--- config.mk ---
export PLATFORM = sky130hd
export DESIGN_NAME = text_console_cell_writer_unit
export DESIGN_NICKNAME = d
export VERILOG_FILES = /design/src/hw/rtl/tccw_pkg.sv /design/src/hw/rtl/tccw_bcd.sv /design/src/hw/rtl/tccw_cursor.sv /design/src/hw/rtl/text_console_cell_writer_unit.sv
export SDC_FILE = /design/constraint.sdc
export NUM_CORES = 1
export LEC_CHECK = 0
export ABC_CLOCK_PERIOD_IN_PS = 4400
export BUFFER_PORTS_ARGS = -buffer_cell sky130_fd_sc_hd__buf_2
export CAP_MARGIN = 20
export CELL_PAD_IN_SITES_DETAIL_PLACEMENT = 1
export CELL_PAD_IN_SITES_GLOBAL_PLACEMENT = 2
export CORE_MARGIN = 10
export CORE_UTILIZATION = 25
export DETAILED_ROUTE_END_ITERATION = 8
export GPL_TIMING_DRIVEN = 1
export PLACE_DENSITY_LB_ADDON = 0.1
export SYNTH_ARGS = -nofsm -noshare
export SYNTH_HDL_FRONTEND = slang
export SYNTH_HIERARCHICAL = 1
export SYNTH_SLANG_ARGS = --single-unit
--- constraint.sdc ---
create_clock -name clock -period 4.4 [get_ports clock]
set_clock_uncertainty 0.2 [all_clocks]
set_input_delay 1.1 -clock clock [delete_from_list [all_inputs] [get_ports clock]]
set_output_delay 1.1 -clock clock [all_outputs]
set_load 0.02 [all_outputs]
--- src/hw/rtl/tccw_pkg.sv ---
// Shared types and constants for the text console cell writer.
package tccw_pkg;

   localparam logic [15:0] LINE_BYTES   = 16'd160;
   localparam logic [7:0]  VISIBLE_ROWS = 8'd25;
   localparam logic [7:0]  ROW_MAX      = 8'd255;
   localparam logic [7:0]  NEWLINE_CHAR = 8'd10;
   localparam logic [7:0]  RESET_ATTR   = 8'h07;
   localparam logic [7:0]  CHAR_ZERO    = 8'h30;
   localparam logic [7:0]  CHAR_MINUS   = 8'h2D;

   localparam int INT_BITS   = 32;
   localparam int DEC_DIGITS = 10;

   localparam logic [1:0] MODE_CHAR = 2'd0;
   localparam logic [1:0] MODE_INT  = 2'd1;
   localparam logic [1:0] MODE_HOME = 2'd2;

   typedef struct packed {
      logic [1:0]         mode;
      logic [7:0]         char_value;
      logic signed [31:0] int_value;
   } req_type;

   typedef struct packed {
      logic [15:0] cell_offset;
      logic [7:0]  glyph;
      logic [7:0]  attr_out;
      logic        off_screen;
      logic        last;
   } rsp_type;

   typedef struct packed {
      logic       put;
      logic       home;
      logic [7:0] glyph;
   } cur_cmd_type;

   typedef struct packed {
      logic        emit;
      logic [15:0] cell_offset;
      logic        off_screen;
   } cur_info_type;

   typedef struct packed {
      logic        start;
      logic        shift;
      logic [31:0] magnitude;
   } bcd_cmd_type;

   typedef struct packed {
      logic       done;
      logic [3:0] top_digit;
   } bcd_stat_type;

endpackage

--- src/hw/rtl/tccw_bcd.sv ---
// Bit-serial binary to BCD converter holding the decimal digits for readout.
module tccw_bcd (
   input  logic                  clock,
   input  logic                  reset,
   input  tccw_pkg::bcd_cmd_type cmd,
   output tccw_pkg::bcd_stat_type stat
);
   import tccw_pkg::*;

   localparam int BCD_BITS = 4 * DEC_DIGITS;

   logic [INT_BITS-1:0] bin_ff, bin_in;
   logic [BCD_BITS-1:0] bcd_ff, bcd_in, adj;
   logic [5:0]          cnt_ff, cnt_in;
   logic                busy_ff, busy_in;

   always_comb begin
      for (int i = 0; i < DEC_DIGITS; i++) begin
         adj[4*i +: 4] = (bcd_ff[4*i +: 4] >= 4'd5) ? bcd_ff[4*i +: 4] + 4'd3
                                                    : bcd_ff[4*i +: 4];
      end
   end

   always_comb begin
      bin_in  = bin_ff;
      bcd_in  = bcd_ff;
      cnt_in  = cnt_ff;
      busy_in = busy_ff;
      if (cmd.start) begin
         bin_in  = cmd.magnitude;
         bcd_in  = '0;
         cnt_in  = 6'(INT_BITS);
         busy_in = 1'b1;
      end else if (busy_ff) begin
         bcd_in  = {adj[BCD_BITS-2:0], bin_ff[INT_BITS-1]};
         bin_in  = {bin_ff[INT_BITS-2:0], 1'b0};
         cnt_in  = cnt_ff - 6'd1;
         busy_in = (cnt_ff != 6'd1);
      end else if (cmd.shift) begin
         bcd_in = {bcd_ff[BCD_BITS-5:0], 4'd0};
      end
   end

   always_ff @(posedge clock) begin
      bin_ff <= bin_in;
      bcd_ff <= bcd_in;
      cnt_ff <= cnt_in;
      if (reset) begin
         busy_ff <= 1'b0;
      end else begin
         busy_ff <= busy_in;
      end
   end

   assign stat.done      = !busy_ff;
   assign stat.top_digit = bcd_ff[BCD_BITS-1 -: 4];

endmodule

--- src/hw/rtl/tccw_cursor.sv ---
// Text cursor: lazy wrap, newline, home, and cell offset of the next write.
module tccw_cursor (
   input  logic                   clock,
   input  logic                   reset,
   input  tccw_pkg::cur_cmd_type  cmd,
   output tccw_pkg::cur_info_type info
);
   import tccw_pkg::*;

   logic [7:0] row_ff, row_in;
   logic [7:0] column_ff, column_in;
   logic [7:0] wrap_row, wrap_col;
   logic       wrap;

   assign wrap     = (16'(column_ff) >= LINE_BYTES);
   assign wrap_row = (wrap && row_ff != ROW_MAX) ? row_ff + 8'd1 : row_ff;
   assign wrap_col = wrap ? 8'd0 : column_ff;

   assign info.emit        = (cmd.glyph != NEWLINE_CHAR);
   assign info.cell_offset = 16'(wrap_row) * LINE_BYTES + 16'(wrap_col);
   assign info.off_screen  = (wrap_row >= VISIBLE_ROWS);

   always_comb begin
      row_in    = row_ff;
      column_in = column_ff;
      if (cmd.home) begin
         row_in    = '0;
         column_in = '0;
      end else if (cmd.put) begin
         if (info.emit) begin
            row_in    = wrap_row;
            column_in = wrap_col + 8'd2;
         end else begin
            row_in    = (wrap_row != ROW_MAX) ? wrap_row + 8'd1 : wrap_row;
            column_in = '0;
         end
      end
   end

   always_ff @(posedge clock) begin
      if (reset) begin
         row_ff    <= '0;
         column_ff <= '0;
      end else begin
         row_ff    <= row_in;
         column_ff <= column_in;
      end
   end

`ifndef SYNTHESIS
   a_col_bound: assert property (@(posedge clock) disable iff (reset)
      16'(column_ff) <= LINE_BYTES + 16'd1)
      else $error("column beyond line end");
   a_row_monotonic: assert property (@(posedge clock) disable iff (reset)
      !cmd.home |=> row_ff >= $past(row_ff))
      else $error("row moved back without home");
`endif

endmodule

--- src/hw/rtl/text_console_cell_writer_unit.sv ---
// Text console cell writer: a character goes to the put state on acceptance
// and is placed in the result register from there (PUT waits while the
// previous result is not yet taken); a newline also passes the put state
// but gives no result, and a home or unused-mode item is done in idle. A
// nonzero integer runs through a bit-serial binary to BCD converter in the
// conversion state, then the skip state shifts out leading zero digits but
// the last, then a minus sign goes through PUT and each digit through DIGIT
// and PUT; zero goes straight to PUT as a single character. One item is in
// work at a time; the next is accepted once the last character is put.
module text_console_cell_writer_unit (
   input  logic              clock,
   input  logic              reset,
   input  logic              req_valid,
   output logic              req_ready,
   input  tccw_pkg::req_type req_data,
   output logic              rsp_valid,
   input  logic              rsp_ready,
   output tccw_pkg::rsp_type rsp_data,
   input  logic              csr_we,
   input  logic [7:0]        csr_wdata
);
   import tccw_pkg::*;

   typedef enum logic [2:0] {ST_IDLE, ST_CONV, ST_SKIP, ST_DIGIT, ST_PUT} state_type;

   state_type    state_ff, state_in;
   logic [7:0]   attr_ff, attr_in;
   logic [7:0]   glyph_ff, glyph_in;
   logic         last_ff, last_in;
   logic         more_ff, more_in;
   logic         neg_ff, neg_in;
   logic [3:0]   cnt_ff, cnt_in;
   logic         rsp_valid_ff, rsp_valid_in;
   rsp_type      rsp_ff, rsp_in;

   cur_cmd_type  cur_cmd;
   cur_info_type cur_info;
   bcd_cmd_type  bcd_cmd;
   bcd_stat_type bcd_stat;
   logic         accept, slot_free;

   tccw_cursor u_cursor (.clock(clock), .reset(reset), .cmd(cur_cmd), .info(cur_info));
   tccw_bcd    u_bcd    (.clock(clock), .reset(reset), .cmd(bcd_cmd), .stat(bcd_stat));

   assign req_ready = (state_ff == ST_IDLE);
   assign accept    = req_valid && req_ready;
   assign slot_free = !rsp_valid_ff || rsp_ready;

   always_comb begin
      state_in     = state_ff;
      attr_in      = csr_we ? csr_wdata : attr_ff;
      glyph_in     = glyph_ff;
      last_in      = last_ff;
      more_in      = more_ff;
      neg_in       = neg_ff;
      cnt_in       = cnt_ff;
      rsp_valid_in = rsp_valid_ff && !rsp_ready;
      rsp_in       = rsp_ff;
      cur_cmd      = '{put: 1'b0, home: 1'b0, glyph: glyph_ff};
      bcd_cmd      = '{start: 1'b0, shift: 1'b0,
                       magnitude: req_data.int_value[31] ? 32'(-req_data.int_value)
                                                         : 32'(req_data.int_value)};
      case (state_ff)
         ST_IDLE: begin
            if (accept) begin
               case (req_data.mode)
                  MODE_CHAR: begin
                     glyph_in = req_data.char_value;
                     last_in  = 1'b1;
                     more_in  = 1'b0;
                     state_in = ST_PUT;
                  end
                  MODE_INT: begin
                     if (req_data.int_value == '0) begin
                        glyph_in = CHAR_ZERO;
                        last_in  = 1'b1;
                        more_in  = 1'b0;
                        state_in = ST_PUT;
                     end else begin
                        bcd_cmd.start = 1'b1;
                        neg_in        = req_data.int_value[31];
                        cnt_in        = 4'(DEC_DIGITS);
                        state_in      = ST_CONV;
                     end
                  end
                  MODE_HOME: cur_cmd.home = 1'b1;
                  default: ;
               endcase
            end
         end
         ST_CONV: begin
            if (bcd_stat.done) begin
               state_in = ST_SKIP;
            end
         end
         ST_SKIP: begin
            if (bcd_stat.top_digit == 4'd0 && cnt_ff != 4'd1) begin
               bcd_cmd.shift = 1'b1;
               cnt_in        = cnt_ff - 4'd1;
            end else if (neg_ff) begin
               glyph_in = CHAR_MINUS;
               last_in  = 1'b0;
               more_in  = 1'b1;
               neg_in   = 1'b0;
               state_in = ST_PUT;
            end else begin
               state_in = ST_DIGIT;
            end
         end
         ST_DIGIT: begin
            glyph_in      = CHAR_ZERO + 8'(bcd_stat.top_digit);
            last_in       = (cnt_ff == 4'd1);
            more_in       = (cnt_ff != 4'd1);
            bcd_cmd.shift = 1'b1;
            cnt_in        = cnt_ff - 4'd1;
            state_in      = ST_PUT;
         end
         ST_PUT: begin
            if (slot_free) begin
               cur_cmd.put = 1'b1;
               if (cur_info.emit) begin
                  rsp_valid_in       = 1'b1;
                  rsp_in.cell_offset = cur_info.cell_offset;
                  rsp_in.glyph       = glyph_ff;
                  rsp_in.attr_out    = attr_ff;
                  rsp_in.off_screen  = cur_info.off_screen;
                  rsp_in.last        = last_ff;
               end
               state_in = more_ff ? ST_DIGIT : ST_IDLE;
            end
         end
         default: state_in = ST_IDLE;
      endcase
   end

   always_ff @(posedge clock) begin
      glyph_ff <= glyph_in;
      last_ff  <= last_in;
      more_ff  <= more_in;
      neg_ff   <= neg_in;
      cnt_ff   <= cnt_in;
      rsp_ff   <= rsp_in;
      if (reset) begin
         state_ff     <= ST_IDLE;
         attr_ff      <= RESET_ATTR;
         rsp_valid_ff <= 1'b0;
      end else begin
         state_ff     <= state_in;
         attr_ff      <= attr_in;
         rsp_valid_ff <= rsp_valid_in;
      end
   end

   assign rsp_valid = rsp_valid_ff;
   assign rsp_data  = rsp_ff;

`ifndef SYNTHESIS
   a_rsp_from_put: assert property (@(posedge clock) disable iff (reset)
      $rose(rsp_valid_ff) |-> $past(state_ff == ST_PUT))
      else $error("result raised outside put");
   a_conv_busy_block: assert property (@(posedge clock) disable iff (reset)
      (state_ff == ST_DIGIT || state_ff == ST_SKIP) |-> bcd_stat.done)
      else $error("digit readout while converter busy");
   a_digit_count: assert property (@(posedge clock) disable iff (reset)
      state_ff == ST_DIGIT |-> cnt_ff != 4'd0)
      else $error("digit emitted with no digits left");
`endif

endmodule
==> results of run 1 <==
metal layers:
metal	track usage, %	part of all wire (%)	wire length, um
met4	3.791	1.2	321
met1	14.88	47	12450
met3	2.091	2.2	588
met5	0	0	0
met2	20.18	49	12920
registers in the layout, summed over array words and instances, names as in the netlist, 3 cells and up:
name                count
u_cursor/column_ff      8
cnt_ff                  4
u_bcd/bcd_ff           40
attr_ff                 8
state_ff                3
rsp_data               34
u_cursor/row_ff         8
u_bcd/bin_ff           32
u_bcd/cnt_ff            6
glyph_ff                8
kinds of logic after synthesis:
logic type	count (synthesis)	share of synthesized area (%)
AND/OR/NAND/NOR	307	17.82
AO/OA/AOI/OAI	206	15.12
flip-flops	156	42.41
buffers and inverters	95	4.897
multiplexers	74	8.553
XOR/XNOR	56	5.369
adder cells (fa/ha/maj)	42	5.828
worst register-to-register path: stages (launching register included):
cell and delay [ns]:
dfxtp_1 0.45, ha_1 0.27, nand4_4 0.18, o21ai_4 0.20, mux2_2 0.39, inv_1 0.18, xnor2_1 0.09, ha_1 0.23
fa_1 0.41, xnor2_1 0.18, or3b_2 0.51, nor3b_1 0.34, o211ai_1 0.14, nand3_1 0.10
metrics by stage:
step | cell area, um2 | total power (W) | cells | hold slack (ns) | utilization, %
final | 10800 | 0.004614 | 1499 | 0.2224 | 29.51
after global routing | 10800 | 0.004962 | 1499 | 0.2411 | 29.51
after CTS | 10800 | 0.004722 | 1499 | 0.2234 | 29.51
after detailed placement | 10250 | 0.003231 | 1467 | 0.2066 | 27.99
after global placement | 10250 | 0.003248 | 1467 | 0.2041 | 27.99
after floorplan | 9275 | 0.002865 | 936 | 0.2003 | -
cells in the final DEF (no fill, tap or decap), drive strengths merged, types with 7 or more instances in the layout:
cell type	n
buf	113
edfxtp	81
dfxtp	75
nand2	74
nor2	58
a21oi	52
xnor2	51
o21ai	51
inv	51
ha	40
mux2	39
nor3	36
mux2i	35
nand3	22
nor2b	17
clkbuf	17
a211oi	17
nand2b	16
nor3b	16
o31ai	14
and2	13
or4	13
a31oi	11
o211a	11
nand4b	9
nor4	9
a311oi	7
nand4	7
clkinv	7
power by group through the flow:
stage / Combinational (W) / Sequential (W) / Clock [W]
2_1_floorplan: 0.000858 / 0.00201 / 0
3_3_place_gp: 0.00113 / 0.00212 / 0
3_5_place_dp: 0.00112 / 0.00211 / 0
4_1_cts: 0.00113 / 0.00208 / 0.00151
5_1_grt: 0.00128 / 0.00212 / 0.00156
6_report: 0.00111 / 0.00207 / 0.00144
area by class of cell:
class | count | area (um2) | area share, %
clock inverters | 15 | 128.9 | 1.193
flip-flops and latches | 156 | 3935 | 36.43
multi-input cells | 685 | 4896 | 45.32
clock buffers | 17 | 425.4 | 3.938
well taps | 468 | 585.6 | 5.420
repair buffers | 113 | 648.1 | 6.000
inverters | 45 | 183.9 | 1.703
worst max-delay path by stage:
stage,to,slack (ns),startpoint
after detailed placement,u_bcd/bcd_ff[30],0.35,req_data[10]
after CTS,rsp_data[33],0.37,u_cursor/row_ff[0]
after floorplan,u_bcd/bin_ff[0],0.35,req_data[10]
after global routing,rsp_data[33],0.09,u_cursor/row_ff[0]
final,rsp_data[33],0.38,u_cursor/row_ff[0]
after global placement,u_bcd/bcd_ff[30],0.40,req_data[10]
==> impl_metrics.env, run 1 <==
export IMPL_p_clk_share_pct=31.1
export IMPL_drv_slew=0
export IMPL_cts_resized_gates=0
export IMPL_yosysWarnings=6
export IMPL_max_freq_mhz=249.0
export IMPL_vias=7220
export IMPL_cpLargestDelayFamily="simple AND/OR/NAND/NOR gates"
export IMPL_grt_start_max_net_pins=56
export IMPL_power_density_nw_per_um2=427.1
export IMPL_grt_pass1_wl_mm=42.56
export IMPL_design_core_area_um2=36610
export IMPL_syn_inst=936
export IMPL_worstSetupPathType="reg -> reg"
export IMPL_drc_errors=0
export IMPL_yosys_cell_count_top_type="edfxtp_1"
export IMPL_reg2regPathDepth=13
export IMPL_dpl_hpwl_mm=18.99
export IMPL_routed_wl_mm=26.28
export IMPL_hold_start="last_ff"
export IMPL_end_kind="flop"
export IMPL_portBuffers=90
export IMPL_ys_seq_area_share_pct=42.41
export IMPL_die_width_um=212.6
export IMPL_cp_slowest_cell="or3b_2"
export IMPL_synth_seq_cells=156
export IMPL_period_share_pct=91.27
export IMPL_wire_per_inst_um=17.53
export IMPL_r2r_start="u_cursor/row_ff[0]"
export IMPL_cp_depth=13
export IMPL_dieHeight_um=212.6
export IMPL_crit_buf_inv=1
export IMPL_finalWeightedCongestion=0.7452
export IMPL_switching_share_pct=34.39
export IMPL_drt_pre_antenna_iters=4
export IMPL_cap_violations=0
export IMPL_holdBufCountCts=0
export IMPL_p_sw_w=0.001586
export IMPL_worstPathArrival_ns=4.12
export IMPL_p_seq_share_pct=44.8
export IMPL_drive_gt1_share_pct=21.34
export IMPL_via_per_inst=4.817
export IMPL_diodes=0
export IMPL_start_util_pct=25.33
export IMPL_rsz0062_at_grt="false"
export IMPL_hold_viol_final=0
export IMPL_async_flop_share_pct=0
export IMPL_ys_top_cells_by_count="edfxtp_1 (81), dfxtp_1 (75), nand2_1 (74)"
export IMPL_synth_top_area_share_pct=26.22
export IMPL_critPathMaxStageDelay_ns=0.51
export IMPL_synthFlopType="edfxtp_1"
export IMPL_grt_usage_pct=11.87
export IMPL_drtIter0Drc=232
export IMPL_path_cells="ha_1 > nand4_4 > o21ai_4 > mux2_2 > inv_1 > xnor2_1 > ha_1 > fa_1 > xnor2_1 > or3b_2 > nor3b_1 > o211ai_1 > nand3_1"
export IMPL_rows=70
export IMPL_clockRootBuffer="clkbuf_16"
export IMPL_cts_tree="yes"
export IMPL_syn_nets=1033
export IMPL_critical_path_max_fanout=7
export IMPL_setup_tns_ns=0
export IMPL_regToRegEndpoint="rsp_data[33]"
export IMPL_hold_depth=0
export IMPL_pre_cts_ws_ns=0.3505
export IMPL_r2r_slack_ns=0.38
export IMPL_status="finished, final reports clean"
export IMPL_grt_pass1_vias=7556
export IMPL_synth_cell_types=80
export IMPL_clk_pin_slew_ns=0.07
export IMPL_ir_drop_mv=0.3125
export IMPL_area_growth_pct=16.47
export IMPL_synth_edff_count=81
export IMPL_power_frac_comb_pct=24.0
export IMPL_worst_pin_slew_ns=0.7872
export IMPL_clock_latency_ns=0.45
export IMPL_hp_class="reg -> reg"
export IMPL_netlist_area_um2=9275
export IMPL_netlist_top_cell_by_area="edfxtp_1"
export IMPL_intPower_w=0.003027
export IMPL_slew_headroom_pct=47.44
export IMPL_cts_max_path_buffers=2
export IMPL_num_io_pins=91
export IMPL_p_leak_nw=3.969
export IMPL_dieArea_um2=45210
export IMPL_postCtsSetupRepairBufs=0
export IMPL_overflow=0
export IMPL_clkSinkCount=156
export IMPL_hold_end="rsp_data[0]"
export IMPL_cts_made_buffers=17
export IMPL_synth_area_top_cells="edfxtp_1 (26%), dfxtp_1 (16%), ha_1 (5.4%)"
export IMPL_fillCellCount=4194
export IMPL_cp_start_kind="flop"
export IMPL_critPathRequiredTime_ns=4.50
export IMPL_fin_nets=1115
export IMPL_synth_avg_cell_area_um2=9.909
export IMPL_setup_slack_ns=0.3843
export IMPL_cts_htree_levels=4
export IMPL_antenna_left=0
export IMPL_antenna_found_initial=0
export IMPL_setup_viol=0
export IMPL_min_period_ns=4.016
(Power assumes the default switching activity.)
==> inputs of run 2 (changes only) <==
--- a/config.mk
+++ b/config.mk
@@ -5,11 +5,13 @@
 export SDC_FILE = /design/constraint.sdc
 export NUM_CORES = 1
 export LEC_CHECK = 0
+export ABC_AREA = 1
 export ABC_CLOCK_PERIOD_IN_PS = 4400
 export BUFFER_PORTS_ARGS = -buffer_cell sky130_fd_sc_hd__buf_2
 export CAP_MARGIN = 20
 export CELL_PAD_IN_SITES_DETAIL_PLACEMENT = 1
 export CELL_PAD_IN_SITES_GLOBAL_PLACEMENT = 2
+export CORE_ASPECT_RATIO = 1.1
 export CORE_MARGIN = 10
 export CORE_UTILIZATION = 25
 export DETAILED_ROUTE_END_ITERATION = 8
==> run 2 against run 1 <==
Net effect:
- global-route usage increased by 0.084 points
- via count increased by 14%
- combinational power increased by 38%
- critical path depth increased by 6
- setup slack improved by 0.30 ns
- flip-flop and latch count unchanged
- design area increased by 3.8%
- highest routed layer unchanged
- largest cell class unchanged
- first-iteration DRC count increased by 22%
- synthesized area increased by 4.3%
- worst hold slack about the same
- die area increased by 3.9%
==> impl_metrics.env, run 2 <==
export IMPL_grt_pass1_wl_mm=46.07
export IMPL_drtIter0Drc=283
export IMPL_cts_made_buffers=17
export IMPL_synthSimpleGateAreaFrac_pct=28.63
export IMPL_wire_per_inst_um=14.99
export IMPL_clock_latency_ns=0.44
export IMPL_synth_top_family_by_area="simple AND/OR/NAND/NOR gates"
export IMPL_r2r_slack_ns=0.69
export IMPL_status="finished, final reports clean"
export IMPL_dieArea_um2=46990
export IMPL_power_density_nw_per_um2=456.3
export IMPL_critical_path_max_fanout=7
export IMPL_min_period_ns=3.713
export IMPL_slew_headroom_pct=35.19
export IMPL_route_met3_wl_um=585
export IMPL_drive_gt1_share_pct=15.87
export IMPL_grt_start_max_net_pins=63
export IMPL_cts_tree="yes"
export IMPL_synth_area_top_cells="edfxtp_1 (25%), dfxtp_1 (16%), nand2_1 (12%)"
export IMPL_synth_top_area_share_pct=25.14
export IMPL_synth_xor_area_share_pct=4.706
export IMPL_grt_usage_pct=11.95
export IMPL_setup_tns_ns=0
export IMPL_syn_inst=1271
export IMPL_routed_wl_mm=27.89
export IMPL_postCtsSetupRepairBufs=0
export IMPL_cap_violations=0
export IMPL_fin_nets=1445
export IMPL_synth_compound_area_share_pct=10.58
export IMPL_rsz0062_at_grt="false"
export IMPL_dpl_hpwl_mm=20.84
export IMPL_power_w=0.005118
export IMPL_cp_start_kind="flop"
export IMPL_synthMuxAreaShare_pct=0
export IMPL_path_cells="ha_1 > nand2_2 > nor2_4 > nand2_4 > nand2_8 > o21ai_2 > inv_1 > nor2_1 > nor2_1 > ha_1 > fa_1 > a21oi_1 > o21ai_0 > nand2_1 > nand2_1 > a21oi_1 > xor2_1 > xor2_1 > inv_1"
export IMPL_end_kind="flop"
export IMPL_drc_errors=0
export IMPL_yosysWarnings=6
export IMPL_dp_cells=1829
export IMPL_yosys_cell_count_top_type="nand2_1"
export IMPL_period_share_pct=84.39
export IMPL_diodes=0
export IMPL_async_flop_share_pct=0
export IMPL_via_per_inst=4.425
export IMPL_hold_viol_final=0
export IMPL_drv_slew=0
export IMPL_synth_seq_cells=156
export IMPL_hp_class="reg -> reg"
export IMPL_design_core_area_um2=38190
export IMPL_final_common_cell="nand2_1"
export IMPL_worst_pin_slew_ns=0.9699
export IMPL_antenna_found_initial=0
export IMPL_vias=8234
export IMPL_synth_cell_types=44
export IMPL_cp_slowest_cell="fa_1"
export IMPL_grt_pass1_vias=8726
export IMPL_syn_nets=1368
export IMPL_drt_pre_antenna_iters=4
export IMPL_netlist_area_um2=9677
export IMPL_clockRootBuffer="clkbuf_16"
export IMPL_wl_met2_mm=13.52
export IMPL_num_io_pins=91
export IMPL_clk_pin_slew_ns=0.08
export IMPL_wl_met1_mm=13.53
export IMPL_area_growth_pct=15.92
export IMPL_rows=75
export IMPL_max_freq_mhz=269.3
export IMPL_finalWeightedCongestion=0.7655
export IMPL_ir_drop_mv=0.2975
export IMPL_synth_edff_count=81
export IMPL_start_util_pct=25.34
export IMPL_ys_seq_area_share_pct=40.65
export IMPL_top_layer_used="met4"
export IMPL_worstPathArrival_ns=3.71
export IMPL_clkSinkCount=156
export IMPL_synth_avg_cell_area_um2=7.614
export IMPL_final_cell_mix="nand2_1 (318), inv_1 (178), nor2_1 (96), o21ai_0 (95), buf_2 (90)"
export IMPL_cts_htree_levels=4
export IMPL_overflow=0
export IMPL_setup_viol=0
export IMPL_synthFlopType="edfxtp_1"
export IMPL_cts_max_path_buffers=2
export IMPL_p_leak_nw=5.005
export IMPL_antenna_left=0
export IMPL_portBuffers=90
export IMPL_ys_top_cells_by_count="nand2_1 (318), inv_1 (178), nor2_1 (98)"
export IMPL_largest_reg_flops=40
export IMPL_dieHeight_um=226.3
export IMPL_holdBufCountCts=0
export IMPL_critPathMaxStageDelay_ns=0.41
export IMPL_worstSetupPathType="reg -> reg"
export IMPL_netlist_top_cell_by_area="edfxtp_1"
export IMPL_critPathRequiredTime_ns=4.40
export IMPL_cts_resized_gates=0
export IMPL_regMostFlops="u_bcd/bcd_ff"
export IMPL_die_width_um=207.6
export IMPL_synth_fa_ha_area_share_pct=5.586
export IMPL_instances_no_fill=1861
## run 2: changes by cell type in the layout (fill, tap and decap cells not counted), sizes merged, moves of 19 or more
cell and change:
xnor2 -43, mux2i -35, nor2 +59, nand4 +19
o21ai +53, a21oi +24, mux2 -39, xor2 +39
nand2 +266, nand3 +61, inv +147
## run 2: worst paths after layout
kind	startpoint	endpoint	cells past startpoint
worst max-delay path	u_cursor/row_ff[0]	rsp_data[32]	19
worst min-delay path	last_ff	rsp_data[0]	0
worst max register to register	u_cursor/row_ff[0]	rsp_data[32]	19
worst min register to register	last_ff	rsp_data[0]	0
## run 2: area by class of cell
cell class,count,area (um2)
timing repair buffer,98,523.0
inverter,190,728.2
tap,500,625.6
multi-input combinational,885,4811
sequential,156,3935
clock inverter,15,168.9
fill,4683,26980
clock buffer,17,425.4
## run 2: critical path, delay by kind of cell, from the launching register on
kind / cells / cell delay, ns
XOR/XNOR: 2 / 0.38
buffers and inverters: 2 / 0.21
AND/OR/NAND/NOR: 8 / 0.65
AO/OA/AOI/OAI: 4 / 0.80
adder cells (fa/ha/maj): 3 / 0.88
flip-flops: 1 / 0.34
## run 2: kinds of logic (layout without fill, tap and decap cells)
kind of cell	count (synthesis)	after routing
adder cells (fa/ha/maj)	42	42
AO/OA/AOI/OAI	189	189
XOR/XNOR	52	52
flip-flops	156	156
buffers and inverters	230	320
AND/OR/NAND/NOR	602	602
## run 2: power breakdown
group / switching (W) / total [W] / internal, W
logic: 0.000994 / 0.00153 / 0.000539
clock network: 0.000733 / 0.00150 / 0.000762
registers: 0.000238 / 0.00209 / 0.00185
## run 2: metal layers
metal  global-route usage [%]  up-vias
met5                        0        -
met4                    3.392        0
met3                    1.982       13
met2                    20.59       82
met1                    15.07     3872
li1                         -     4267
## run 2: through the flow
stage	hold slack, ns	cell area [um2]	setup slack (ns)	utilization (%)
final	0.2222	11220	0.6869	29.37
after global routing	0.2349	11220	0.2874	29.37
after CTS	0.2242	11220	0.6278	29.37
after detailed placement	0.2052	10620	0.6531	27.81
after global placement	0.2075	10620	0.6979	27.81
after floorplan	0.2003	9677	1.014	-
==> inputs of run 3 (changes only) <==
--- a/config.mk
+++ b/config.mk
@@ -6,7 +6,7 @@
 export NUM_CORES = 1
 export LEC_CHECK = 0
 export ABC_AREA = 1
-export ABC_CLOCK_PERIOD_IN_PS = 4400
+export ABC_CLOCK_PERIOD_IN_PS = 3000
 export BUFFER_PORTS_ARGS = -buffer_cell sky130_fd_sc_hd__buf_2
 export CAP_MARGIN = 20
 export CELL_PAD_IN_SITES_DETAIL_PLACEMENT = 1
==> constraint.sdc (replaced) <==
create_clock -name clock -period 3 [get_ports clock]
set_clock_uncertainty 0.2 [all_clocks]
set_input_delay 0.75 -clock clock [delete_from_list [all_inputs] [get_ports clock]]
set_output_delay 0.75 -clock clock [all_outputs]
set_load 0.02 [all_outputs]
==> run 3 against run 2 <==
Net effect:
- the flow now finishes with violations (setup timing)
- global-route usage rose by 0.18 points
- final cell count increased by 4.1%
- fmax grew 19%
- via count increased by 3.8%
- utilization is 2.3 points higher
- highest routed layer is now met5
==> impl_metrics.env, run 3 (synthesized netlist as in run 2, its figures left out) <==
export IMPL_cpLargestDelayFamily="adder cells"
export IMPL_regMostFlops="u_bcd/bcd_ff"
export IMPL_grt_start_max_net_pins=49
export IMPL_ir_drop_mv=0.3491
export IMPL_start_util_pct=25.34
export IMPL_p_clk_share_pct=30.0
export IMPL_p_seq_share_pct=39.2
export IMPL_hp_class="reg -> reg"
export IMPL_final_common_cell="nand2_1"
export IMPL_setup_tns_ns=-0.2913
export IMPL_hold_viol_final=0
export IMPL_dieArea_um2=46990
export IMPL_cp_depth=18
export IMPL_hold_start="attr_ff[4]"
export IMPL_power_frac_comb_pct=30.8
export IMPL_final_core_util_pct=31.72
export IMPL_r2r_start="u_cursor/row_ff[0]"
export IMPL_antenna_left=0
export IMPL_area_growth_pct=25.19
export IMPL_cp_start_kind="flop"
export IMPL_min_period_ns=3.122
export IMPL_switching_share_pct=37.04
export IMPL_setup_slack_ns=-0.1219
export IMPL_grt_pass1_vias=9016
export IMPL_overflow=0
export IMPL_largest_reg_flops=40
export IMPL_drt_pre_antenna_iters=4
export IMPL_worstPathArrival_ns=3.12
export IMPL_hold_end="rsp_data[6]"
export IMPL_power_density_nw_per_um2=642.5
export IMPL_die_width_um=207.6
export IMPL_status="finished, violations left"
export IMPL_period_share_pct=104.1
export IMPL_grt_usage_pct=12.13
export IMPL_final_cell_mix="nand2_1 (308), inv_1 (173), o21ai_0 (92), buf_2 (90), nor2_1 (86)"
export IMPL_clockRootBuffer="clkbuf_16"
export IMPL_path_cells="ha_4 > nand2_4 > nor2_4 > nand2_4 > buf_4 > nand3_2 > nand2_4 > buf_4 > xnor2_2 > fa_2 > a21oi_2 > o21ai_2 > nand2_1 > nand2_1 > a21oi_2 > xor2_2 > xor2_1 > inv_1"
export IMPL_drc_errors=0
export IMPL_crit_top_cell="nand2_4"
export IMPL_critical_path_max_fanout=4
export IMPL_worstSetupPathType="reg -> reg"
export IMPL_critPathMaxStageDelay_ns=0.41
export IMPL_intPower_w=0.004901
export IMPL_fin_nets=1522
export IMPL_instances_no_fill=1938
export IMPL_rsz0062_at_grt="true"
export IMPL_clock_latency_ns=0.45
export IMPL_portBuffers=90
export IMPL_cp_slowest_cell="fa_2"
export IMPL_drv_slew=0
export IMPL_hold_depth=0
export IMPL_cts_htree_levels=4
export IMPL_diodes=0
export IMPL_p_sw_w=0.002883
export IMPL_regToRegEndpoint="rsp_data[32]"
export IMPL_dp_cells=1899
export IMPL_setup_viol=3
export IMPL_routed_wl_mm=28.11
export IMPL_critPathRequiredTime_ns=3.00
export IMPL_cts_made_buffers=17
export IMPL_cap_violations=0
export IMPL_r2r_slack_ns=-0.12
export IMPL_holdBufCountCts=0
export IMPL_drive_gt1_share_pct=23.37
export IMPL_multi_input_area_um2=5047
export IMPL_clkSinkCount=156
export IMPL_via_per_inst=4.410
export IMPL_rows=75
export IMPL_slew_headroom_pct=35.12
export IMPL_dpl_hpwl_mm=21.03
export IMPL_violations="setup timing"
export IMPL_whs_ns=0.2287
export IMPL_num_io_pins=91
export IMPL_worst_pin_slew_ns=0.9709
export IMPL_antenna_found_initial=1
export IMPL_cts_tree="yes"
export IMPL_finalWeightedCongestion=0.7717
export IMPL_vias=8547
export IMPL_wire_per_inst_um=14.51
export IMPL_final_seq_area_um2=3941
export IMPL_pre_cts_ws_ns=-0.3027
export IMPL_design_core_area_um2=38190
export IMPL_p_leak_nw=5.441
export IMPL_fillCellCount=4658
export IMPL_dieHeight_um=226.3
export IMPL_max_freq_mhz=320.3
export IMPL_crit_buf_inv=3
export IMPL_drtIter0Drc=273
export IMPL_reg2regPathDepth=18
export IMPL_end_kind="flop"
export IMPL_clk_pin_slew_ns=0.07
export IMPL_grt_pass1_wl_mm=46.78
export IMPL_cts_max_path_buffers=2
-- run 3: worst register-to-register path, delay by kind of cell (launching register included) --
| family | cells | cell delay, ns |
|---|---|---|
| buffers and inverters | 3 | 0.35 |
| XOR/XNOR | 3 | 0.50 |
| AND/OR/NAND/NOR | 7 | 0.53 |
| flip-flops | 1 | 0.36 |
| adder cells (fa/ha/maj) | 2 | 0.56 |
| AO/OA/AOI/OAI | 3 | 0.38 |
-- run 3: power groups by stage --
| stage | clock network (W) | logic (W) | registers (W) |
|---|---|---|---|
| after global placement | 0 | 0.00235 | 0.00311 |
| after CTS | 0.00244 | 0.00242 | 0.00306 |
| after global routing | 0.00251 | 0.00281 | 0.00313 |
| after floorplan | 0 | 0.00171 | 0.00305 |
| after detailed placement | 0 | 0.00239 | 0.00311 |
| final | 0.00233 | 0.00240 | 0.00305 |
-- run 3: repair_timing --
item / 4_1_cts / 5_1_grt
endpoints found under the setup margin: 5 / 5
setup buffers: 2 / 5
endpoints found under the hold margin: 0 / 0
gates resized for setup: 24 / 24
pin swaps: 20 / 14
-- run 3: area by class of cell --
type | count | share of cell area [%]
Clock inverter | 15 | 1.570
Inverter | 190 | 6.032
Clock buffer | 17 | 3.512
Timing Repair Buffer | 175 | 9.523
Tap cell | 500 | 5.164
Sequential cell | 156 | 32.53
Multi-Input combinational cell | 885 | 41.67
-- run 3: metrics by stage --
stage	power [W]	instance area (um2)
3_5_place_dp	0.005497	11260
4_1_cts	0.007927	11980
5_1_grt	0.008453	12110
2_1_floorplan	0.004763	9753
6_report	0.007784	12110
3_3_place_gp	0.005457	11260
-- run 3: worst max path at each step --
| stage | start | end | slack, ns |
|---|---|---|---|
| floorplan | u_cursor/row_ff[1] | rsp_data[32] | -0.13 |
| global placement | u_cursor/row_ff[1] | rsp_data[32] | -0.24 |
| detailed placement | u_cursor/row_ff[1] | rsp_data[32] | -0.30 |
| CTS | u_cursor/row_ff[0] | rsp_data[32] | -0.18 |
| global route | u_cursor/row_ff[0] | rsp_data[32] | -0.37 |
| finish | u_cursor/row_ff[0] | rsp_data[32] | -0.12 |
-- run 3: routing by layer --
metal	GRT usage, %	share of wire [%]	vias up
met5	0	0.043	-
met4	3.769	1.3	2
met3	2.394	2.7	23
met2	21.34	50	79
met1	14.60	46	4030
li1	-	-	4413
